## src/rtl/ctp_pkg.sv

```systemverilog
// ----------------------------------------------------------------------------
// Countdown timer pool package
// Widths, operation codes and controller/datapath interface types.
// ----------------------------------------------------------------------------
package ctp_pkg;

  localparam int KIND_W     = 2;
  localparam int SLOT_W     = 4;
  localparam int COUNT_W    = 16;
  localparam int MAX_SLOTS  = 16;
  localparam int DEF_TIMER_SLOTS = 3;

  localparam logic [COUNT_W-1:0] COUNT_ABSENT = 16'hFFFF;

  localparam logic [KIND_W-1:0] KIND_TICK    = 2'd0;
  localparam logic [KIND_W-1:0] KIND_ALLOC   = 2'd1;
  localparam logic [KIND_W-1:0] KIND_READ    = 2'd2;
  localparam logic [KIND_W-1:0] KIND_RELEASE = 2'd3;

  // Controller -> datapath
  typedef struct packed {
    logic latch;  // capture the request fields
    logic exec;   // apply the latched request
  } ctp_cmd_t;

  // Datapath -> controller
  typedef struct packed {
    logic has_result;  // latched request produces a result
  } ctp_stat_t;

endpackage

```

## src/rtl/ctp_datapath.sv

```systemverilog
// ----------------------------------------------------------------------------
// Countdown timer pool datapath
// Request latch, slot register bank, first-free encoder and result registers.
// ----------------------------------------------------------------------------
module ctp_datapath import ctp_pkg::*; #(
  parameter int TIMER_SLOTS = DEF_TIMER_SLOTS
) (
  input  logic               clk,
  input  logic               rst_n,
  input  ctp_cmd_t           cmd,
  output ctp_stat_t          stat,
  input  logic [KIND_W-1:0]  in_kind,
  input  logic [SLOT_W-1:0]  in_slot,
  input  logic [COUNT_W-1:0] in_load_value,
  output logic               out_ok,
  output logic [SLOT_W-1:0]  out_slot_index,
  output logic [COUNT_W-1:0] out_count
);

  logic [KIND_W-1:0]      kind_r;
  logic [SLOT_W-1:0]      slot_r;
  logic [COUNT_W-1:0]     load_r;

  logic [TIMER_SLOTS-1:0] in_use_r, in_use_nxt;
  logic [COUNT_W-1:0]     count_r   [TIMER_SLOTS];
  logic [COUNT_W-1:0]     count_nxt [TIMER_SLOTS];

  logic                   ok_r, ok_nxt;
  logic [SLOT_W-1:0]      sidx_r, sidx_nxt;
  logic [COUNT_W-1:0]     cnt_r, cnt_nxt;

  logic                   free_found;
  logic [SLOT_W-1:0]      free_idx;
  logic                   rd_hit;
  logic [COUNT_W-1:0]     rd_cnt;

  assign stat.has_result = (kind_r == KIND_ALLOC) || (kind_r == KIND_READ);

  // lowest free slot wins: scan from the top down
  always_comb begin
    free_found = 1'b0;
    free_idx   = '0;
    for (int i = TIMER_SLOTS - 1; i >= 0; i--) begin
      if (!in_use_r[i]) begin
        free_found = 1'b1;
        free_idx   = SLOT_W'(i);
      end
    end
  end

  // read select; slots past the pool never match
  always_comb begin
    rd_hit = 1'b0;
    rd_cnt = '0;
    for (int i = 0; i < TIMER_SLOTS; i++) begin
      if (slot_r == SLOT_W'(i)) begin
        rd_hit = in_use_r[i];
        rd_cnt = count_r[i];
      end
    end
  end

  always_comb begin
    in_use_nxt = in_use_r;
    for (int i = 0; i < TIMER_SLOTS; i++) count_nxt[i] = count_r[i];
    ok_nxt   = ok_r;
    sidx_nxt = sidx_r;
    cnt_nxt  = cnt_r;
    if (cmd.exec) begin
      unique case (kind_r)
        KIND_TICK: begin
          for (int i = 0; i < TIMER_SLOTS; i++) begin
            if (in_use_r[i] && (count_r[i] != '0)) count_nxt[i] = count_r[i] - 1'b1;
          end
        end
        KIND_ALLOC: begin
          ok_nxt   = free_found;
          sidx_nxt = free_found ? free_idx : '0;
          cnt_nxt  = free_found ? load_r : '0;
          for (int i = 0; i < TIMER_SLOTS; i++) begin
            if (free_found && (free_idx == SLOT_W'(i))) begin
              in_use_nxt[i] = 1'b1;
              count_nxt[i]  = load_r;
            end
          end
        end
        KIND_READ: begin
          ok_nxt   = rd_hit;
          sidx_nxt = slot_r;
          cnt_nxt  = rd_hit ? rd_cnt : COUNT_ABSENT;
        end
        KIND_RELEASE: begin
          for (int i = 0; i < TIMER_SLOTS; i++) begin
            if (slot_r == SLOT_W'(i)) begin
              in_use_nxt[i] = 1'b0;
              count_nxt[i]  = '0;
            end
          end
        end
        default: ;
      endcase
    end
  end

  always_ff @(posedge clk) begin
    if (!rst_n) begin
      in_use_r <= '0;
      for (int i = 0; i < TIMER_SLOTS; i++) count_r[i] <= '0;
    end else begin
      in_use_r <= in_use_nxt;
      for (int i = 0; i < TIMER_SLOTS; i++) count_r[i] <= count_nxt[i];
    end
  end

  // payload registers, no reset
  always_ff @(posedge clk) begin
    if (cmd.latch) begin
      kind_r <= in_kind;
      slot_r <= in_slot;
      load_r <= in_load_value;
    end
    ok_r   <= ok_nxt;
    sidx_r <= sidx_nxt;
    cnt_r  <= cnt_nxt;
  end

  assign out_ok         = ok_r;
  assign out_slot_index = sidx_r;
  assign out_count      = cnt_r;

endmodule

```

## src/rtl/ctp_ctrl.sv

```systemverilog
// ----------------------------------------------------------------------------
// Countdown timer pool controller
// Two-state sequencer: take a request, execute it, strobe the result.
// ----------------------------------------------------------------------------
module ctp_ctrl import ctp_pkg::*; (
  input  logic      clk,
  input  logic      rst_n,
  input  logic      start,
  output logic      busy,
  output logic      out_valid,
  output ctp_cmd_t  cmd,
  input  ctp_stat_t stat
);

  localparam logic ST_IDLE = 1'b0;
  localparam logic ST_EXEC = 1'b1;

  logic state_r, state_nxt;
  logic valid_r, valid_nxt;

  assign busy      = (state_r == ST_EXEC);
  assign cmd.latch = (state_r == ST_IDLE) && start;
  assign cmd.exec  = (state_r == ST_EXEC);

  always_comb begin
    state_nxt = state_r;
    valid_nxt = 1'b0;
    unique case (state_r)
      ST_IDLE: begin
        if (start) state_nxt = ST_EXEC;
      end
      ST_EXEC: begin
        valid_nxt = stat.has_result;
        state_nxt = ST_IDLE;
      end
      default: state_nxt = ST_IDLE;
    endcase
  end

  always_ff @(posedge clk) begin
    if (!rst_n) begin
      state_r <= ST_IDLE;
      valid_r <= 1'b0;
    end else begin
      state_r <= state_nxt;
      valid_r <= valid_nxt;
    end
  end

  assign out_valid = valid_r;

endmodule

```

## src/rtl/countdown_timer_pool_unit.sv

```systemverilog
// ----------------------------------------------------------------------------
// Countdown timer pool unit
// Pool of TIMER_SLOTS 16-bit countdown timers with tick/allocate/read/release.
// ----------------------------------------------------------------------------
// A request (in_kind, in_slot, in_load_value) is taken at a clock edge with
// start high and busy low. Each request is captured at that edge and then
// applied to the slot register bank while busy is high, so busy is high for
// exactly one cycle after each accept and no request is taken in that cycle.
// Allocate and read produce one result, shown on out_* for a single cycle
// with out_valid high, in the cycle right after execution; the receiver
// cannot stall it, so it must take the result in that cycle. That cycle
// overlaps the next possible accept. Tick and release produce no result.
// Tick decrements every in-use slot above zero (stops at zero). Allocate
// grants the lowest free slot (ok=0, slot 0, count 0 when the pool is full).
// Read of a free or out-of-range slot returns ok=0 and count 0xFFFF.
// Release of an out-of-range slot does nothing. No clearing pass after reset.
// ----------------------------------------------------------------------------
module countdown_timer_pool_unit import ctp_pkg::*; #(
  parameter int TIMER_SLOTS = DEF_TIMER_SLOTS  // 1 .. MAX_SLOTS
) (
  input  logic               clk,
  input  logic               rst_n,
  input  logic               start,
  output logic               busy,
  input  logic [KIND_W-1:0]  in_kind,
  input  logic [SLOT_W-1:0]  in_slot,
  input  logic [COUNT_W-1:0] in_load_value,
  output logic               out_valid,
  output logic               out_ok,
  output logic [SLOT_W-1:0]  out_slot_index,
  output logic [COUNT_W-1:0] out_count
);

  ctp_cmd_t  cmd;
  ctp_stat_t stat;

  // sequencer: accept, execute, result strobe
  ctp_ctrl u_ctrl (
    .clk       (clk),
    .rst_n     (rst_n),
    .start     (start),
    .busy      (busy),
    .out_valid (out_valid),
    .cmd       (cmd),
    .stat      (stat)
  );

  // slot bank plus result registers
  ctp_datapath #(
    .TIMER_SLOTS (TIMER_SLOTS)
  ) u_dp (
    .clk            (clk),
    .rst_n          (rst_n),
    .cmd            (cmd),
    .stat           (stat),
    .in_kind        (in_kind),
    .in_slot        (in_slot),
    .in_load_value  (in_load_value),
    .out_ok         (out_ok),
    .out_slot_index (out_slot_index),
    .out_count      (out_count)
  );

endmodule

```

## config.mk

```make
export PLATFORM = sky130hd
export DESIGN_NAME = countdown_timer_pool_unit
export DESIGN_NICKNAME = d
export VERILOG_FILES = /design/src/rtl/ctp_pkg.sv /design/src/rtl/ctp_datapath.sv /design/src/rtl/ctp_ctrl.sv /design/src/rtl/countdown_timer_pool_unit.sv
export SDC_FILE = /design/constraint.sdc
export NUM_CORES = 1
export LEC_CHECK = 0
export BUFFER_PORTS_ARGS = -buffer_cell sky130_fd_sc_hd__buf_2
export CAP_MARGIN = 5
export CORE_MARGIN = 5
export CORE_UTILIZATION = 57
export DETAILED_ROUTE_END_ITERATION = 10
export GPL_TIMING_DRIVEN = 0
export PLACE_DENSITY = 0.89
export REMOVE_ABC_BUFFERS = 1
export SYNTH_ARGS = -nofsm -noshare
export SYNTH_HDL_FRONTEND = slang
export SYNTH_SLANG_ARGS = --single-unit
```

## constraint.sdc

```tcl
create_clock -name clk -period 3 [get_ports clk]
set_clock_uncertainty 0.1 [all_clocks]
set_input_delay 0.45 -clock clk [delete_from_list [all_inputs] [get_ports clk]]
set_output_delay 0.45 -clock clk [all_outputs]
set_load 0.005 [all_outputs]
```

==> metrics, run 1 <==
Worst Path Arrival around 3000 ps; Net count, final about 600; minimum clock period about 2800 ps; ant diodes 0; initial antenna violation count 0; CP bufs+invs 1; post-synth cell types 65; most frequent cells in the layout nand2_1, dfxtp_1, buf_2; Hold Crit Class primary input to flip-flop; Synth Instances about 550; top_reg_cell synth dfxtp_1; Pleak between 2 and 2.5 nW; Worst Tran Pin Value roughly 1200 ps; mux contribution to synthesized area less than 1%; status completed; flop2flop setup slack about 190 ps; highest clock rate roughly 0.36 GHz; reg2reg start u_dp.kind_r[1]; drt total wl 14640 µm; clock slew at the register clock pins of the worst setup and hold paths about 90 ps; drt first pass iters 6; hold path depth 1; Yosys warnings 0; largest family of logic cells by synthesized area compound AO/OA/AOI/OAI gates; Core Util, Final 64.86%; All-Layer GR Usage approximately a quarter; # setup viols final 0; num rows 34; RSZ-0062 raised after global routing no; critical path's top delay family simple AND/OR/NAND/NOR gates; CTS buffer count 9; CORE AREA between 8000 and 9000 µm²; XOR/XNOR share of the synthesized area less than 1%; dpl hpwl 9876 µm; die area between 10000 and 15000 µm²; setup slack at placement -406.6 ps; Pwr Total approximately 3 mW; CP max-delay cell ha_2; FF-to-FF End u_dp.count_r[0][3]; Worst Hold End u_dp.slot_r[3]; routed len/inst ~21 µm; largest net degree at the start of global routing 53; crit-path most repeated cell nor2_1; Clk Latency, worst-skew pair 370 ps; Worst Setup End Kind flip-flop; post-synth top area share 24.86%; syn avg cell area between 9 and 10 µm²; crit path kind flip-flop to flip-flop; DR DRC count 0; Initial Util 58.98%; VDD IR max between 200 and 250 µV; clock root cell clkbuf_8; clock sinks 96; worst stage delay on the critical path roughly 710 ps; Port Buf Inserts 47; Slew Limit Headroom 21.93%; layout cells sized above 1 17.79%; Compound-Gate Fraction of Synth Area just under 30%; ANT nets after route 0; Die Ht roughly 110 µm; vias in the first global route ~4500; Cell Area, Synth approximately 5200 µm²; Post-synth EDFFs 43; worst-case clock buffer depth 2; Setup crit start u_dp.kind_r[1]; first-pass GRT wire length 23450 µm; Placer Congestion 0.8952; CTS tree done; Critical Path RT approximately 3200 ps; post-synthesis async set-or-reset flop share 0%; Synth Area in Adders ~1.9%; R2R cell count 7; # IOs between 40 and 50; grt ovf 0; top cells by area, synth edfxtp_1, dfxtp_1, nand2_1; Seq/Total Area, Yosys ~45%; hold path startpoint in_slot[3]; htree depth 3; max-cap violation count 0; crit share post-route a little over nine tenths; Fillers between 700 and 800; 1st-iter DRT viols 756; Slew Viols, Final 0; count of state elements after synthesis 96; DR vias/cell between 7 and 8; nature of the critical path startpoint flip-flop; pwr dens approximately 500 nW/µm²; final worst slack between 150 and 200 ps; Layout area overhead 9.974%; final hold violation count 0; crit path cell chain inv_1 -> ha_2 -> or2_4 -> nor2_1 -> a21oi_1 -> nor2_1 -> o221a_1; hold-fix buffers at CTS 0; Simple-Gate Fraction of Synth Area 18.67%; Max Fanout on Critical Path 47; Die Wd 105.5 µm; total number of vias 4886; most common cell after layout, fill and taps aside nand2_1; worst hold margin 147.7 ps; Synth area leader edfxtp_1
-- layout make-up --
type                    instances  area, µm²  share of cell area [%]
repair buffers                 56      332.8                   5.827
flip-flops and latches         96       2352                   41.18
clock buffers                  10      137.6                   2.410
multi-input cells             397       2643                   46.26
inverters                      14      52.55                  0.9200
clock inverters                 6      58.81                   1.030
well taps                     108      135.1                   2.366
-- cells in the mapped netlist, types with 7 or more instances --
cell	count
a21oi_1	32
edfxtp_1	43
o21ai_0	37
nand2_1	60
o31ai_1	25
nor2_1	29
inv_1	14
and3_1	13
a222oi_1	16
nand3_1	15
nor3_1	19
dfxtp_1	53
nand2b_1	8
o211ai_1	7
ha_1	8
a31o_2	11
clkbuf_1	33
a22o_1	16
-- where the power goes --
| group | internal [mW] | total, mW | leakage [nW] | switching (mW) |
|---|---|---|---|---|
| combinational | 0.218 | 0.584 | 1.16 | 0.365 |
| clock | 0.402 | 0.856 | 0.0957 | 0.454 |
| sequential | 1.43 | 1.50 | 0.834 | 0.0681 |
-- worst max path at each step --
stage	to	slack, ps	cells after the start
after global placement	u_dp.count_r[0][40]	-790	6
after global routing	u_dp.count_r[0][34]	90	9
after detailed placement	u_dp.count_r[0][3]	-410	7
after floorplan	u_dp.count_r[0][34]	110	5
after CTS	u_dp.count_r[0][34]	160	9
final	u_dp.count_r[0][3]	190	7
-- sequential cells by signal, summed over array words and instances, names as in the netlist --
name                 count
u_dp.load_r             16
u_dp.kind_r              2
u_ctrl.out_valid         1
u_dp.out_ok              1
u_dp.slot_r              4
u_dp.out_count          16
u_dp.in_use_r            3
u_ctrl.busy              1
u_dp.out_slot_index      4
u_dp.count_r            48
-- timing repair --
item                                    CTS  global route
gates cloned                              0             0
resized for setup                         3             2
setup buffers                             2             0
pin swaps                                 1             0
endpoints found under the setup margin   50             2
-- stage by stage --
| step | TNS (ps) | area (µm²) | std cells |
|---|---|---|---|
| 2_1_floorplan | 0 | 4999 | 507 |
| 4_1_cts | 0 | 5699 | 687 |
| 5_1_grt | 0 | 5712 | 687 |
| 6_report | 0 | 5712 | 687 |
| 3_3_place_gp | -22860 | 5369 | 662 |
| 3_5_place_dp | -6956 | 5480 | 669 |
-- kinds of logic (layout without fill, tap and decap cells) --
family / Yosys count / after routing
simple gates: 183 / 183
flops: 96 / 96
fa+ha+maj: 8 / 8
xor+xnor: 1 / 1
compound gates: 204 / 204
mux: 1 / 1
buf+inv: 58 / 86
-- layer usage --
layer / up-vias / GRT usage (%) / share of wire, %
met5: - / 0 / 0
met4: 0 / 9.653 / 2.9
met3: 57 / 7.274 / 12
met2: 352 / 41.85 / 47
met1: 2284 / 33.94 / 38
li1: 2193 / - / -
Note: power is estimated with default switching activity, not from simulation.
==> inputs of run 2 (changes only) <==
- ABC_AREA: unset -> 1
==> run 2 against run 1 <==
  * Critical path type unchanged
  * Area after synthesis increased by 12%
  * First-iteration DRC count decreased by 28%
  * Cell area grew 10%
  * Flip-flop and latch count did not move
  * Fmax rose by 0.85%
  * Final cell count is 53% higher
==> metrics, run 2 <==
Register Area 2352 µm² (unchanged); Cell Area, Synth 5794 µm² (+12%); Synth Instances 883 (+60%); most frequent cells in the layout nand2_1, nor2_1, inv_1; initial antenna violation count 0 (unchanged); crit path kind flip-flop to flip-flop; final worst slack 212.1 ps (+23.57 ps); layout cells sized above 1 10.31% (-7.5 points); Slew Viols, Final 0 (unchanged); DR DRC count 0 (unchanged); Placer Congestion 0.9621 (+7.5%); Seq/Total Area, Yosys 40.60% (-4.7 points); worst hold margin 135.9 ps (-11.80 ps); post-synthesis async set-or-reset flop share 0% (unchanged); RSZ-0062 raised after global routing no; clock sinks 96 (unchanged); clock root cell clkbuf_8; dpl cell area 6077 µm² (+11%); Post-synth top cells nand2_1, nor2_1, inv_1; most common cell after layout, fill and taps aside nand2_1; hold path depth 1 (unchanged); count of state elements after synthesis 96 (unchanged); worst-case clock buffer depth 2 (unchanged); # setup viols final 0 (unchanged); top_reg_cell synth dfxtp_1; Pwr Total 3.119 mW (+6.2%); Worst Tran Pin Value 1058 ps (-111.4 ps); dpl hpwl 10280 µm (+4.1%); Layout area overhead 8.443%; num rows 36 (+5.9%); R2R cell count 9 (+2); Pleak 3.268 nW (+56%); Die Ht 110.8 µm (+5.1%); Finished Layout Cells 1054 (+53%); Worst Path Arrival 2960 ps (about the same); htree depth 3 (unchanged); Slew Limit Headroom 29.44% (+7.5 points); pwr dens 496.3 nW/µm² (-3.5%); most frequent cell after synthesis nand2_1; Port Buf Inserts 47 (unchanged); CORE AREA 9864 µm² (+12%); Initial Util 58.74% (-0.24 points); flop2flop setup slack 210 ps (+20 ps); Synth area leader edfxtp_1; Core Util, Final 63.70% (-1.2 points); area of the multi-input gates 2979 µm² (+13%); post-synth cell types 27 (-58%); largest reg by FF count u_dp.count_r; All-Layer GR Usage 23.35% (-2.8 points); CTS buffer count 9 (unchanged); fin area 6284 µm² (+10%); grt ovf 0 (unchanged); Yosys warnings 0 (unchanged); CTS tree done; post-synth top area share 22.28% (-2.6 points); largest net degree at the start of global routing 53 (unchanged); VDD IR max 337.8 µV (+55%); die area 12280 µm² (+10%); Critical Path RT 3170 ps (about the same); routed len/inst 13.64 µm (-36%); crit share post-route 92.93% (-0.79 points); Net count, final 949 (+56%); Die Wd 110.8 µm (+5.1%); Fillers 866 (+23%); Post-synth EDFFs 43 (unchanged); max reg flops 48 (unchanged); ant diodes 0 (unchanged); status completed; 1st-iter DRT viols 545 (-28%); syn avg cell area 6.562 µm² (-30%); minimum clock period 2788 ps (-23.57 ps); DR vias/cell 5.322 (-25%); setup slack at placement -29.83 ps (+376.8 ps); nature of the critical path startpoint flip-flop; total number of vias 5609 (+15%); final hold violation count 0 (unchanged); clock slew at the register clock pins of the worst setup and hold paths 100 ps (about the same); first-pass GRT wire length 23720 µm (+1.1%); vias in the first global route 5108 (+13%); drt total wl 14370 µm (-1.8%); top cells by area, synth edfxtp_1, nand2_1, dfxtp_1; ANT nets after route 0 (unchanged); dpl cells 1038 (+55%); max-cap violation count 0 (unchanged); setup tns final 0 ps (unchanged); Max Fanout on Critical Path 29 (-38%); highest clock rate 0.3587 GHz (+0.85%); Clk Latency, worst-skew pair 380 ps (about the same); drt first pass iters 6 (unchanged); Worst Setup End Kind flip-flop; # IOs 48 (unchanged); Hold Crit Class primary input to flip-flop
-- run 2: changes by cell type after synthesis, sizes merged, moves of 19 or more --
cell	change
nor2	+157
o31ai	-25
nor3	-19
clkbuf	-24
o21ai	-19
nand2	+295
inv	+69
nand3	+38
-- run 2: layer usage --
metal	up-vias	GRT usage (%)	part of all wire (%)
met5	-	0	0
met4	0	11.17	4.2
met3	49	4.039	7.3
met2	240	39.00	48
met1	2505	29.28	41
li1	2815	-	-
-- run 2: worst paths after layout --
kind | from | to
setup / recovery | u_dp.kind_r[0] | u_dp.count_r[0][1]
hold / removal | in_slot[2] | u_dp.slot_r[2]
setup reg to reg | u_dp.kind_r[0] | u_dp.count_r[0][1]
hold reg to reg | u_dp.count_r[0][17] | u_dp.count_r[0][17]
-- run 2: cell type report --
type / instances / area share, %
repair buffers: 49 / 4.301
inverters: 83 / 4.958
flip-flops and latches: 96 / 37.44
well taps: 133 / 2.648
clock inverters: 7 / 1.274
multi-input cells: 677 / 47.41
clock buffers: 9 / 1.971
-- run 2: timing repair --
item | 4_1_cts | 5_1_grt
hold buffers | 0 | 0
buffers inserted | 0 | 0
setup endpoints to repair | 13 | 0
resized for setup | 1 | 0
-- run 2: critical path: stages (launching register included) --
cell	delay, ps
edfxtp_1	440
inv_1	110
ha_1	740
inv_1	160
nand2_1	330
nor2_4	80
nand2_2	430
inv_1	120
nor2_1	110
nor2_1	50
-- run 2: logic make-up (layout without fill, tap and decap cells) --
kind of cell    Yosys count  count (layout)  synth area share (%)
buf+inv                 110             148                 8.162
xor+xnor                  8               8                 1.209
compound gates           63              63                 6.197
fa+ha+maj                 8               8                 1.728
flops                    96              96                 40.60
simple gates            598             598                 42.11
-- run 2: where the power goes --
part | internal, mW | switching, mW
Clock | 0.396 | 0.494
Combinational | 0.250 | 0.489
Sequential | 1.44 | 0.0541
Total | 2.08 | 1.04
